**config.mk**
```make
export PLATFORM = sky130hd
export DESIGN_NAME = sorted_wakeup_timer_queue_flat
export DESIGN_NICKNAME = d
export VERILOG_FILES = /design/src/hw/rtl/swtq_pkg.sv /design/src/hw/rtl/swtq_if.sv /design/src/hw/rtl/swtq_store.sv /design/src/hw/rtl/sorted_wakeup_timer_queue.sv /design/src/flat_wrapper.sv
export SDC_FILE = /design/constraint.sdc
export NUM_CORES = 1
export LEC_CHECK = 0
export ABC_CLOCK_PERIOD_IN_PS = 5900
export BUFFER_PORTS_ARGS = -buffer_cell sky130_fd_sc_hd__buf_4
export CAP_MARGIN = 30
export CORE_ASPECT_RATIO = 1.4
export CORE_MARGIN = 1.5
export CORE_UTILIZATION = 30
export CTS_CLUSTER_SIZE = 16
export DETAILED_ROUTE_END_ITERATION = 7
export PLACE_DENSITY = 0.58
export REMOVE_ABC_BUFFERS = 1
export SYNTH_ARGS = -nofsm -noshare
export SYNTH_HDL_FRONTEND = slang
export SYNTH_HIERARCHICAL = 1
export SYNTH_SLANG_ARGS = --single-unit
```
**constraint.sdc**
```tcl
create_clock -name clock -period 5.9 [get_ports clock]
set_input_delay 0 -clock clock [delete_from_list [all_inputs] [get_ports clock]]
set_output_delay 0 -clock clock [all_outputs]
set_load 0.01 [all_outputs]
```
**src/hw/rtl/swtq_pkg.sv**
```systemverilog
// Shared widths and codes for the sorted wakeup timer queue.
// No dependencies; used by the channel interfaces, the slot store and the top level.
package swtq_pkg;

   localparam int QUEUE_DEPTH_DEF = 16;
   localparam int TIME_BITS_DEF   = 32;
   localparam int MAX_RESULTS     = 16;
   localparam int RUN_BITS        = $clog2(MAX_RESULTS + 1);

   localparam int OP_BITS       = 2;
   localparam int ID_BITS       = 8;
   localparam int IN_TIME_BITS  = 32;
   localparam int STATUS_BITS   = 2;

   localparam logic [OP_BITS-1:0] OP_TICK      = 2'd0;
   localparam logic [OP_BITS-1:0] OP_SLEEP_ABS = 2'd1;
   localparam logic [OP_BITS-1:0] OP_SLEEP_REL = 2'd2;

   localparam logic [STATUS_BITS-1:0] ST_RELEASED = 2'd0;
   localparam logic [STATUS_BITS-1:0] ST_REACHED  = 2'd1;
   localparam logic [STATUS_BITS-1:0] ST_REJECTED = 2'd2;

endpackage

```
**src/hw/rtl/swtq_if.sv**
```systemverilog
// Request and response channel interfaces (valid/ready, one transfer per handshake).
// Depends on swtq_pkg for field widths.
interface swtq_req_if
   import swtq_pkg::*;
   ();
   logic                    valid;
   logic                    ready;
   logic [OP_BITS-1:0]      operation;
   logic [ID_BITS-1:0]      waiter_id;
   logic [IN_TIME_BITS-1:0] time_value;

   modport source (output valid, output operation, output waiter_id, output time_value,
                   input ready);
   modport sink   (input valid, input operation, input waiter_id, input time_value,
                   output ready);
endinterface

interface swtq_rsp_if
   import swtq_pkg::*;
   ();
   logic                   valid;
   logic                   ready;
   logic [ID_BITS-1:0]     woken_id;
   logic [STATUS_BITS-1:0] status;
   logic                   last_of_run;

   modport source (output valid, output woken_id, output status, output last_of_run,
                   input ready);
   modport sink   (input valid, input woken_id, input status, input last_of_run,
                   output ready);
endinterface

```
**src/hw/rtl/swtq_store.sv**
```systemverilog
// Waiter slot memory: one write port, one read port with registered data.
// Depends on swtq_pkg for default sizes.
module swtq_store
   import swtq_pkg::*;
   #(
      parameter int  DEPTH      = QUEUE_DEPTH_DEF,
      parameter int  WIDTH      = TIME_BITS_DEF + ID_BITS,
      localparam int ADDR_BITS  = (DEPTH > 1) ? $clog2(DEPTH) : 1
   )
   (
      input  logic                 clock,
      input  logic                 wr_en,
      input  logic [ADDR_BITS-1:0] wr_addr,
      input  logic [WIDTH-1:0]     wr_data,
      input  logic [ADDR_BITS-1:0] rd_addr,
      output logic [WIDTH-1:0]     rd_data
   );

   logic [WIDTH-1:0] mem [DEPTH];
   logic [WIDTH-1:0] rd_data_ff;

   always_ff @(posedge clock) begin
      if (wr_en) begin
         mem[wr_addr] <= wr_data;
      end
   end

   always_ff @(posedge clock) begin
      rd_data_ff <= mem[rd_addr];
   end

   assign rd_data = rd_data_ff;

endmodule

```
**src/hw/rtl/sorted_wakeup_timer_queue.sv**
```systemverilog
// Sorted wakeup timer queue: tick counter plus deadline-ordered waiter ring.
// Tick: releases up to R <= 16 due waiters in deadline order; response stalls hold it back.
// Sleep: answered, or queued into an empty queue, from S_SLP_CHK; else each entry with a later
// deadline moves up one slot, one compare-and-move per cycle through the single slot memory port pair.
// One request at a time. Synchronous reset clears time and queue at once; no clearing pass.
// Depends on swtq_pkg, swtq_if and swtq_store.
module sorted_wakeup_timer_queue
   import swtq_pkg::*;
   #(
      parameter int QUEUE_DEPTH = QUEUE_DEPTH_DEF,
      parameter int TIME_BITS   = TIME_BITS_DEF
   )
   (
      input  logic       clock,
      input  logic       reset,
      swtq_req_if.sink   req_chan,
      swtq_rsp_if.source rsp_chan
   );

   localparam int AW = (QUEUE_DEPTH > 1) ? $clog2(QUEUE_DEPTH) : 1;
   localparam int CW = $clog2(QUEUE_DEPTH + 1);
   localparam int DW = TIME_BITS + ID_BITS;

   typedef enum logic [4:0] {
      S_IDLE     = 5'b00001,
      S_SLP_CHK  = 5'b00010,
      S_INS_CMP  = 5'b00100,
      S_INS_PUT  = 5'b01000,
      S_TICK_CHK = 5'b10000
   } st_type;

   st_type                 state_ff, state_in;
   logic [TIME_BITS-1:0]   time_ff, time_in;
   logic [AW-1:0]          head_ff, head_in;
   logic [CW-1:0]          count_ff, count_in;
   logic [AW-1:0]          ptr_ff, ptr_in;
   logic [CW-1:0]          idx_ff, idx_in;
   logic [TIME_BITS-1:0]   dl_ff, dl_in;
   logic [ID_BITS-1:0]     id_ff, id_in;
   logic [RUN_BITS-1:0]    n_ff, n_in;
   logic                   pend_ff, pend_in;
   logic [ID_BITS-1:0]     pend_id_ff, pend_id_in;

   logic                   rsp_valid_ff, rsp_valid_in;
   logic [ID_BITS-1:0]     woken_ff, woken_in;
   logic [STATUS_BITS-1:0] status_ff, status_in;
   logic                   last_ff, last_in;

   logic                   wr_en;
   logic [AW-1:0]          wr_addr;
   logic [DW-1:0]          wr_data;
   logic [AW-1:0]          rd_addr;
   logic [DW-1:0]          rd_data;
   logic [TIME_BITS-1:0]   rd_dl;
   logic [ID_BITS-1:0]     rd_id;

   logic                   req_xfer;
   logic                   out_free;
   logic                   due;
   logic [63:0]            tv_wide;
   logic [TIME_BITS-1:0]   tv;
   logic [TIME_BITS:0]     rel_sum;
   logic [CW:0]            tail_sum;
   logic [AW-1:0]          tail;

   function automatic logic [AW-1:0] ring_inc(input logic [AW-1:0] p);
      return (p == AW'(QUEUE_DEPTH - 1)) ? '0 : p + 1'b1;
   endfunction

   function automatic logic [AW-1:0] ring_dec(input logic [AW-1:0] p);
      return (p == '0) ? AW'(QUEUE_DEPTH - 1) : p - 1'b1;
   endfunction

   swtq_store #(
      .DEPTH (QUEUE_DEPTH),
      .WIDTH (DW)
   ) u_store (
      .clock   (clock),
      .wr_en   (wr_en),
      .wr_addr (wr_addr),
      .wr_data (wr_data),
      .rd_addr (rd_addr),
      .rd_data (rd_data)
   );

   assign rd_dl = rd_data[DW-1:ID_BITS];
   assign rd_id = rd_data[ID_BITS-1:0];

   assign req_chan.ready = (state_ff == S_IDLE);
   assign req_xfer       = req_chan.valid && req_chan.ready;
   assign out_free       = !rsp_valid_ff || rsp_chan.ready;

   assign tv_wide  = {32'd0, req_chan.time_value};
   assign tv       = tv_wide[TIME_BITS-1:0];
   assign rel_sum  = {1'b0, time_ff} + {1'b0, tv};
   assign tail_sum = (CW+1)'(head_ff) + (CW+1)'(count_ff);
   assign tail     = (tail_sum >= (CW+1)'(QUEUE_DEPTH)) ?
                     AW'(tail_sum - (CW+1)'(QUEUE_DEPTH)) : AW'(tail_sum);

   assign due = (count_ff != '0) && (n_ff != RUN_BITS'(MAX_RESULTS)) && (rd_dl <= time_ff);

   always_comb begin
      state_in     = state_ff;
      time_in      = time_ff;
      head_in      = head_ff;
      count_in     = count_ff;
      ptr_in       = ptr_ff;
      idx_in       = idx_ff;
      dl_in        = dl_ff;
      id_in        = id_ff;
      n_in         = n_ff;
      pend_in      = pend_ff;
      pend_id_in   = pend_id_ff;
      rsp_valid_in = rsp_valid_ff && !rsp_chan.ready;
      woken_in     = woken_ff;
      status_in    = status_ff;
      last_in      = last_ff;
      wr_en        = 1'b0;
      wr_addr      = ptr_ff;
      wr_data      = {dl_ff, id_ff};
      rd_addr      = head_ff;

      unique case (state_ff)
         S_IDLE: begin
            if (req_xfer) begin
               id_in = req_chan.waiter_id;
               priority if (req_chan.operation == OP_TICK) begin
                  if (time_ff != '1) begin
                     time_in = time_ff + 1'b1;
                  end
                  n_in     = '0;
                  pend_in  = 1'b0;
                  state_in = S_TICK_CHK;
               end else if (req_chan.operation == OP_SLEEP_ABS) begin
                  dl_in    = tv;
                  state_in = S_SLP_CHK;
               end else if (req_chan.operation == OP_SLEEP_REL) begin
                  dl_in    = rel_sum[TIME_BITS] ? '1 : rel_sum[TIME_BITS-1:0];
                  state_in = S_SLP_CHK;
               end else begin
                  state_in = S_IDLE;
               end
            end
         end

         S_SLP_CHK: begin
            priority if (dl_ff <= time_ff) begin
               if (out_free) begin
                  rsp_valid_in = 1'b1;
                  woken_in     = id_ff;
                  status_in    = ST_REACHED;
                  last_in      = 1'b1;
                  state_in     = S_IDLE;
               end
            end else if (count_ff == CW'(QUEUE_DEPTH)) begin
               if (out_free) begin
                  rsp_valid_in = 1'b1;
                  woken_in     = id_ff;
                  status_in    = ST_REJECTED;
                  last_in      = 1'b1;
                  state_in     = S_IDLE;
               end
            end else if (count_ff == '0) begin
               wr_en    = 1'b1;
               wr_addr  = tail;
               count_in = count_ff + 1'b1;
               state_in = S_IDLE;
            end else begin
               ptr_in   = tail;
               idx_in   = count_ff;
               rd_addr  = ring_dec(tail);
               state_in = S_INS_CMP;
            end
         end

         S_INS_CMP: begin
            if (rd_dl > dl_ff) begin
               wr_en   = 1'b1;
               wr_data = rd_data;
               ptr_in  = ring_dec(ptr_ff);
               idx_in  = idx_ff - 1'b1;
               if (idx_ff == CW'(1)) begin
                  state_in = S_INS_PUT;
               end else begin
                  rd_addr = ring_dec(ring_dec(ptr_ff));
               end
            end else begin
               wr_en    = 1'b1;
               count_in = count_ff + 1'b1;
               state_in = S_IDLE;
            end
         end

         S_INS_PUT: begin
            wr_en    = 1'b1;
            count_in = count_ff + 1'b1;
            state_in = S_IDLE;
         end

         S_TICK_CHK: begin
            if (pend_ff && out_free) begin
               rsp_valid_in = 1'b1;
               woken_in     = pend_id_ff;
               status_in    = ST_RELEASED;
               last_in      = !due;
            end
            if (!pend_ff || out_free) begin
               if (due) begin
                  head_in    = ring_inc(head_ff);
                  count_in   = count_ff - 1'b1;
                  n_in       = n_ff + 1'b1;
                  pend_in    = 1'b1;
                  pend_id_in = rd_id;
                  rd_addr    = ring_inc(head_ff);
               end else begin
                  pend_in  = 1'b0;
                  state_in = S_IDLE;
               end
            end
         end

         default: begin
            state_in = S_IDLE;
         end
      endcase
   end

   always_ff @(posedge clock) begin
      if (reset) begin
         state_ff     <= S_IDLE;
         time_ff      <= '0;
         head_ff      <= '0;
         count_ff     <= '0;
         n_ff         <= '0;
         pend_ff      <= 1'b0;
         rsp_valid_ff <= 1'b0;
      end else begin
         state_ff     <= state_in;
         time_ff      <= time_in;
         head_ff      <= head_in;
         count_ff     <= count_in;
         n_ff         <= n_in;
         pend_ff      <= pend_in;
         rsp_valid_ff <= rsp_valid_in;
      end
   end

   always_ff @(posedge clock) begin
      ptr_ff     <= ptr_in;
      idx_ff     <= idx_in;
      dl_ff      <= dl_in;
      id_ff      <= id_in;
      pend_id_ff <= pend_id_in;
      woken_ff   <= woken_in;
      status_ff  <= status_in;
      last_ff    <= last_in;
   end

   assign rsp_chan.valid       = rsp_valid_ff;
   assign rsp_chan.woken_id    = woken_ff;
   assign rsp_chan.status      = status_ff;
   assign rsp_chan.last_of_run = last_ff;

`ifndef SYNTHESIS
   a_count_bound: assert property (@(posedge clock) disable iff (reset)
      count_ff <= CW'(QUEUE_DEPTH))
      else $error("slot count above queue depth");

   a_time_monotonic: assert property (@(posedge clock) disable iff (reset)
      !$past(reset) |-> time_ff >= $past(time_ff))
      else $error("tick count went backwards");

   a_no_pending_on_accept: assert property (@(posedge clock) disable iff (reset)
      req_xfer |-> !pend_ff)
      else $error("request transfer while a release is still pending");

   a_insert_index: assert property (@(posedge clock) disable iff (reset)
      (state_ff == S_INS_CMP) |-> (idx_ff != '0))
      else $error("insert scan ran past the queue head");
`endif

endmodule
```
**src/flat_wrapper.sv**
```systemverilog
// flat-port wrapper written by rule: the top's interface ports become plain ports
module sorted_wakeup_timer_queue_flat import swtq_pkg::*;
#(
      parameter int QUEUE_DEPTH = QUEUE_DEPTH_DEF,
      parameter int TIME_BITS   = TIME_BITS_DEF
   )
  (clock, reset, req_chan_valid, req_chan_operation, req_chan_waiter_id, req_chan_time_value, req_chan_ready, rsp_chan_valid, rsp_chan_woken_id, rsp_chan_status, rsp_chan_last_of_run, rsp_chan_ready);
  swtq_req_if req_chan_i ();
  swtq_rsp_if rsp_chan_i ();
  input  logic clock;
  input  logic reset;
  input wire logic [$bits(req_chan_i.valid)-1:0] req_chan_valid;
  input wire logic [$bits(req_chan_i.operation)-1:0] req_chan_operation;
  input wire logic [$bits(req_chan_i.waiter_id)-1:0] req_chan_waiter_id;
  input wire logic [$bits(req_chan_i.time_value)-1:0] req_chan_time_value;
  output wire logic [$bits(req_chan_i.ready)-1:0] req_chan_ready;
  output wire logic [$bits(rsp_chan_i.valid)-1:0] rsp_chan_valid;
  output wire logic [$bits(rsp_chan_i.woken_id)-1:0] rsp_chan_woken_id;
  output wire logic [$bits(rsp_chan_i.status)-1:0] rsp_chan_status;
  output wire logic [$bits(rsp_chan_i.last_of_run)-1:0] rsp_chan_last_of_run;
  input wire logic [$bits(rsp_chan_i.ready)-1:0] rsp_chan_ready;
  assign req_chan_i.valid = req_chan_valid;
  assign req_chan_i.operation = req_chan_operation;
  assign req_chan_i.waiter_id = req_chan_waiter_id;
  assign req_chan_i.time_value = req_chan_time_value;
  assign req_chan_ready = req_chan_i.ready;
  assign rsp_chan_valid = rsp_chan_i.valid;
  assign rsp_chan_woken_id = rsp_chan_i.woken_id;
  assign rsp_chan_status = rsp_chan_i.status;
  assign rsp_chan_last_of_run = rsp_chan_i.last_of_run;
  assign rsp_chan_i.ready = rsp_chan_ready;
  sorted_wakeup_timer_queue #(.QUEUE_DEPTH(QUEUE_DEPTH), .TIME_BITS(TIME_BITS)) u_core (.clock(clock), .reset(reset), .req_chan(req_chan_i), .rsp_chan(rsp_chan_i));
endmodule
```
== Yosys cells after proc, flatten, opt, wreduce, memory -nomap -nowiden ==
Memory sizes are Yosys's and may differ from the RTL's. A register that Yosys moved wholly into a read port is not among the register bits.
Index checks and enable logic that the tools add are counted.

* Equal/unequal tests: 27
* Bitwise logic cells: 1
* Add/sub/neg operators: 12
* Reduce and logical (&&, ||, !) cells: 34
* $lt $le $gt $ge: 4
* Multiplexer cells: 89

{| class="wikitable"
|+ Operators by type and width
! kind !! count
|-
| $mux W5 || 24
|-
| $mux W32 || 3
|-
| $mux W4 || 20
|-
| $mux W40 || 2
|-
| $le A32 B32 Y1 || 2
|-
| $pmux W5 S4 || 2
|-
| $add A32 B32 Y33 || 1
|-
| $add A32 B1 Y32 const B || 1
|-
| $gt A32 B32 Y1 || 1
|-
| $mux W8 || 4
|-
| $ne A32 B32 Y1 const B || 1
|-
| $pmux W5 S2 || 2
|-
| $reduce_and A4 Y1 || 5
|-
| $mux W1 || 17
|-
| $pmux W8 S2 || 1
|-
| $sub A4 B1 Y4 const B || 4
|-
| $ne A2 B2 Y1 const B || 7
|-
| $logic_not A4 Y1 || 3
|-
| $mux W2 || 6
|-
| $ne A2 B1 Y1 const B || 6
|-
| $pmux W4 S3 || 1
|-
| $add A5 B1 Y5 const B || 2
|-
| $eq A5 B1 Y1 const B || 2
|-
| $eq A5 B5 Y1 const B || 2
|-
| 31 further kinds || 48
|}

* Input port bits: 46
* Output and inout bits: 13
* Bits in registers: 121
* Logic and storage cells: 183
* Memories kept: 1
* Bits in writable memories: 640

{| class="wikitable"
|+ Memory list
! memory !! words !! width !! rd ports !! clocked after Yosys merged registers in !! wr ports !! line !! source
|-
| u_core.u_store.mem || 16 || 40 || 1 || 1 || 1 || swtq_store.sv:19 || <nowiki>logic [WIDTH-1:0] mem [DEPTH];</nowiki>
|}

== Depth between registers and ports, before layout ==
* Depth in word-level cells: 9
* Gate-level depth with buffers: 18
* Gate-level depth less buffers: 14

== Hierarchy ==
The synthesis kept the hierarchy.

{| class="wikitable"
|+ Modules (own cells, without submodules)
! module !! cells an instance !! seq. area each (sq um) !! area each (sq um) !! instances
|-
| swtq_store || 1040 || 20019.2 || 25131.6 || 1
|-
| sorted_wakeup_timer_queue || 1203 || 3103.0 || 10241.1 || 1
|}

== Worst setup path after synthesis ==
No wires, ideal clock.

* Kind: reg2reg
* From: reg u_core.time_ff[27]
* To: mem u_core/u_store/mem[0][0] in the netlist's numbering, enable pin
* Setup time: 487 ps
* Data required time: 5413 ps
* Path buffers: 1
* Stages on the path, launching flop included: 15
* Data arrival time: 5604 ps
* Clock period less this slack: 6091 ps
* Path slack: -191 ps
* Path through: dfxtp_1 -> inv_1 -> ha_1 -> nand4_1 -> nor4_1 -> inv_1 -> nor3_1 -> a21o_1 -> and2_1 -> clkbuf_1 -> nand3_1 -> nand2_1 -> o21ai_0 -> or3b_2 -> nor3_1

* Elaborated cells between the ends (all ways): 7
* Classes of those cells: order compare: 1; mux: 6

{| class="wikitable"
|+ RTL lines
! element !! line !! source
|-
| from (decl) || sorted_wakeup_timer_queue.sv:33 || <nowiki>logic [TIME_BITS-1:0] time_ff, time_in;</nowiki>
|-
| from (signal assigned) || sorted_wakeup_timer_queue.sv:239 || <nowiki>time_ff <= time_in;</nowiki>
|-
| $le A32 B32 Y1 || sorted_wakeup_timer_queue.sv:147 || <nowiki>priority if (dl_ff <= time_ff) begin</nowiki>
|-
| $mux W4 || sorted_wakeup_timer_queue.sv:147 ||
|-
| $mux W4 || sorted_wakeup_timer_queue.sv:123 || <nowiki>unique case (state_ff)</nowiki>
|-
| via u_core.wr_addr[2] || sorted_wakeup_timer_queue.sv:50 || <nowiki>logic [AW-1:0] wr_addr;</nowiki>
|-
| to (decl) || swtq_store.sv:19 ||
|}

The timed path passes the listed nets, and every way through them passes these cells.

== Worst setup path after layout ==
* From: reg u_core.dl_ff[9]
* To: reg u_core.u_store.rd_data_ff[37] (netlist: u_core/u_store/rd_data[37]), read port of u_core.u_store.mem

* Word-level cells in the longest chain between the ends: 3
* Elaborated cells between the ends (all ways): 5
* Classes of those cells: order compare: 2; mux: 3

{| class="wikitable"
|+ RTL lines
! element !! line !! source
|-
| from (decl) || sorted_wakeup_timer_queue.sv:38 || <nowiki>logic [TIME_BITS-1:0] dl_ff, dl_in;</nowiki>
|-
| from (signal assigned) || sorted_wakeup_timer_queue.sv:251 || <nowiki>dl_ff <= dl_in;</nowiki>
|-
| $gt A32 B32 Y1 or $le A32 B32 Y1 (tied branches) || sorted_wakeup_timer_queue.sv:177, sorted_wakeup_timer_queue.sv:147 ||
|-
| $mux W4 (on tied branches) || sorted_wakeup_timer_queue.sv:177, sorted_wakeup_timer_queue.sv:147 ||
|-
| $pmux W4 S3 * || sorted_wakeup_timer_queue.sv:123 ||
|-
| via u_core.rd_addr[1] || sorted_wakeup_timer_queue.sv:52 || <nowiki>logic [AW-1:0] rd_addr;</nowiki>
|-
| to (decl) || swtq_store.sv:20 || <nowiki>logic [WIDTH-1:0] rd_data_ff;</nowiki>
|}

Mark *: on every way through the listed nets, which the timed path passes. The rest lies on a longest branch.
A chain may end at the register's enable or synchronous reset.

==> flow_summary.yaml <==
logic_synthesis:
  synthTopCellsByArea: "edfxtp_1 60%, mux4_2 6.4%, dfxtp_1 5.3%"
  synth_top_area_share_pct: 60.1
  synth_seq_cells: 801
  synth_compound_area_share_pct: 7.08
  ys_seq_area_share_pct: 65.4
  synth_flop_cell: "edfxtp_1"
  synth-xor-area-share_pct: 1.86
  synth_top_family_by_area: "multiplexers"
  yosysUniqueCellTypes: 72
  synth_edf_count: 708
  synth_fa_ha_area_share_pct: 5.37
  yosys_warnings: 6
  ys_top_cells_by_count: "708 x edfxtp_1, 180 x nand2_1, 147 x ha_1"
  synthSimpleGateAreaFrac_pct: 6.50
  synth_cells: 2243
  yosysMostFrequentCell: "edfxtp_1"
  synth_mux_area_share_pct: 11.3
  avgSynthCellArea_um2: 15.8
  synth.cell_area_mm2: 0.0354
  synthArstFlopShare_pct: 0
  yosys.area.top_type: "edfxtp_1"
clock_network:
  cts_buffers: 75
  clock_latency_ps: 660
  cts.sinks: 801
  cts_buffer_depth: 3
  clk_pin_slew_worst_paths_ps: 60
  root_buffer: "clkbuf_16"
  htree_levels: 3
  cts_tree: "built"
sta:
  period_share_pct: 89.8
  layout_setup_ws_ps: 601
  setup_viol: 0
  worstMarginPinSlew_ps: 996
  slew_headroom_pct: 33.6
  fmax_mhz: 189
  rsz0062_at_grt: "false"
  finClkSkew_ps: 25.7
  tns_ps: 0
  hold_violations: 0
  slew_viol_final: 0
  period_minus_slack_ps: 5300
hold_path:
  hold_path_depth: 6
  worstHoldStart: "req_chan_operation[1]"
  hold_path_class: "input pin to flop"
  hold_end: "u_core/state_ff[0]"
place:
  gp_congestion: 0.812
  dpl.hpwl_mm: 54.6
  portBuffers: 58
  dpl.cell_count: 3806
  place_ws_ps: 507
floorplan:
  dieHeight_um: 409
  coreArea_mm2: 0.117
  start_util_pct: 30.3
  fp.dieW_um: 293
  ioPinCount: 59
  fp-row-count: 148
  die_area_mm2: 0.120
critical_path:
  reg2reg_slack_ps: 600
  critical_path_required_ps: 6430
  start_kind: "flop"
  cp.arrival_ps: 5830
  reg2reg_depth: 15
  rr_startpoint: "u_core/dl_ff[9]"
  crit_fanout: 46
  critical_path_class: "flop to flop"
  crit_path_end_kind: "flop"
  timing.rr.end: "u_core/u_store/rd_data[37]"
detailed_routing:
  via_per_inst: 5.11
  vias: 20392
  wl_per_cell_um: 22.1
  drc: 0
  dr.pass1.iters: 5
  wl_mm: 88.2
  first_iter_violations: 1740
  ant_nets: 0
layout:
  nNetsFinal: 2627
  synthToLayoutAreaGrowth_pct: 17.1
  stdcell_count: 3993
  diodes: 0
  drive_gt1_share_pct: 16.4
run_status:
  status: "completed"
job:
  maxCapViolCount: 0
grt:
  grt_pass1_wl_mm: 132
  grt_pass1_vias: 21562
  antenna_found_initial: 2
  grt_usage_pct: 14.7
  grt_max_degree: 71
  overflow: 0
power:
  p_leak_nw: 14.0
  peakVddDrop_v: 0.000202
  power_density_mw_per_mm2: 286
==> layout make-up <==
cell class	count	area (um2)
timing repair buffer	195	1910
fill	10867	75200
tap	1500	1880
inverter	97	364
clock buffer	95	2000
sequential	801	23100
clock inverter	44	616
multi-input combinational	1261	11500
==> cell families (layout without fill, tap and decap cells) <==
family,count (synthesis),count (layout)
flip-flops,801,801
AND/OR/NAND/NOR,466,466
AO/OA/AOI/OAI,394,394
buffers and inverters,181,431
multiplexers,176,176
adder cells (fa/ha/maj),150,150
XOR/XNOR,75,75
==> critical path, stage by stage (launching register included) <==
cell	delay (ps)
edfxtp_1	380
inv_1	70
ha_1	300
and3_1	150
nand3_1	110
nor4_1	830
a221o_1	260
o21ai_1	190
a211oi_4	410
nor2b_1	320
o31ai_1	140
a2111o_2	890
buf_12	380
mux4_2	320
a22oi_1	300
nand2_1	80
==> where the power goes <==
| part | internal [mW] | switching (mW) |
|---|---|---|
| sequential | 6.22 | 0.0240 |
| clock | 2.98 | 2.17 |
| combinational | 0.159 | 0.274 |
==> worst max-delay path by stage <==
| stage | depth (start not counted) | endpoint | slack, ps | start |
|---|---|---|---|---|
| after floorplan | 14 | u_core/u_store/rd_data[0] | -5380 | u_core/dl_ff[9] |
| after global placement | 15 | u_core/u_store/rd_data[37] | 520 | u_core/dl_ff[9] |
| after detailed placement | 15 | u_core/u_store/rd_data[3] | 510 | u_core/dl_ff[9] |
| after CTS | 15 | u_core/u_store/rd_data[3] | 480 | u_core/dl_ff[9] |
| after global routing | 13 | u_core/u_store/mem[6][36] | 370 | u_core/time_ff[21] |
| final | 15 | u_core/u_store/rd_data[37] | 600 | u_core/dl_ff[9] |
==> per-stage QoR <==
| step | hold slack, ps | instance area, um2 | power [mW] | utilization, % |
|---|---|---|---|---|
| 6_report | 44.8 | 41400 | 11.8 | 35.5 |
| 5_1_grt | 38.0 | 41400 | 12.2 | 35.5 |
| 4_1_cts | 9.93 | 41400 | 11.9 | 35.5 |
| 3_5_place_dp | 180 | 38300 | 6.77 | 32.9 |
| 3_3_place_gp | 179 | 38300 | 6.76 | 32.8 |
| 2_1_floorplan | 69.1 | 34800 | 6.59 | - |
==> metal layers <==
layer / vias to the layer above / global-route usage, % / wire (um)
met5: - / 0 / 33
met4: 4 / 5.71 / 2930
met3: 150 / 1.98 / 3580
met2: 495 / 26.7 / 46200
met1: 10532 / 17.4 / 35400
li1: 9211 / - / -
==> what timing repair did <==
action / in CTS / in global routing
resized for setup: 0 / 0
endpoints found under the hold margin: 97 / 0
hold buffers: 48 / 0
buffers inserted: 0 / 0
==> flip-flops by register name, summed over array words and instances, names as in the netlist, 2 cells and up <==
register                  count
u_core/state_ff               5
u_core/u_store/rd_data       40
u_core/n_ff                   5
u_core/rsp_chan.woken_id      8
u_core/rsp_chan.status        2
u_core/u_store/mem          640
u_core/id_ff                  8
u_core/idx_ff                 5
u_core/ptr_ff                 4
u_core/dl_ff                 32
u_core/time_ff               32
u_core/pend_id_ff             8
u_core/count_ff               5
u_core/head_ff                4
==> placed cells by master, fill, tap and decap left out, drive strengths merged, types with 15 or more instances in the layout <==
master,count
a21o,36
a21oi,109
a22oi,83
and3,15
buf,147
clkbuf,95
clkinv,24
dfxtp,93
dlygate4sd3,48
edfxtp,708
ha,147
inv,103
mux4,160
nand2,180
nand2b,17
nand3,21
nand4,27
nor2,84
nor2b,40
nor3,28
o21ai,88
xnor2,55
xor2,20
Note: power is estimated with default switching activity, not from simulation.
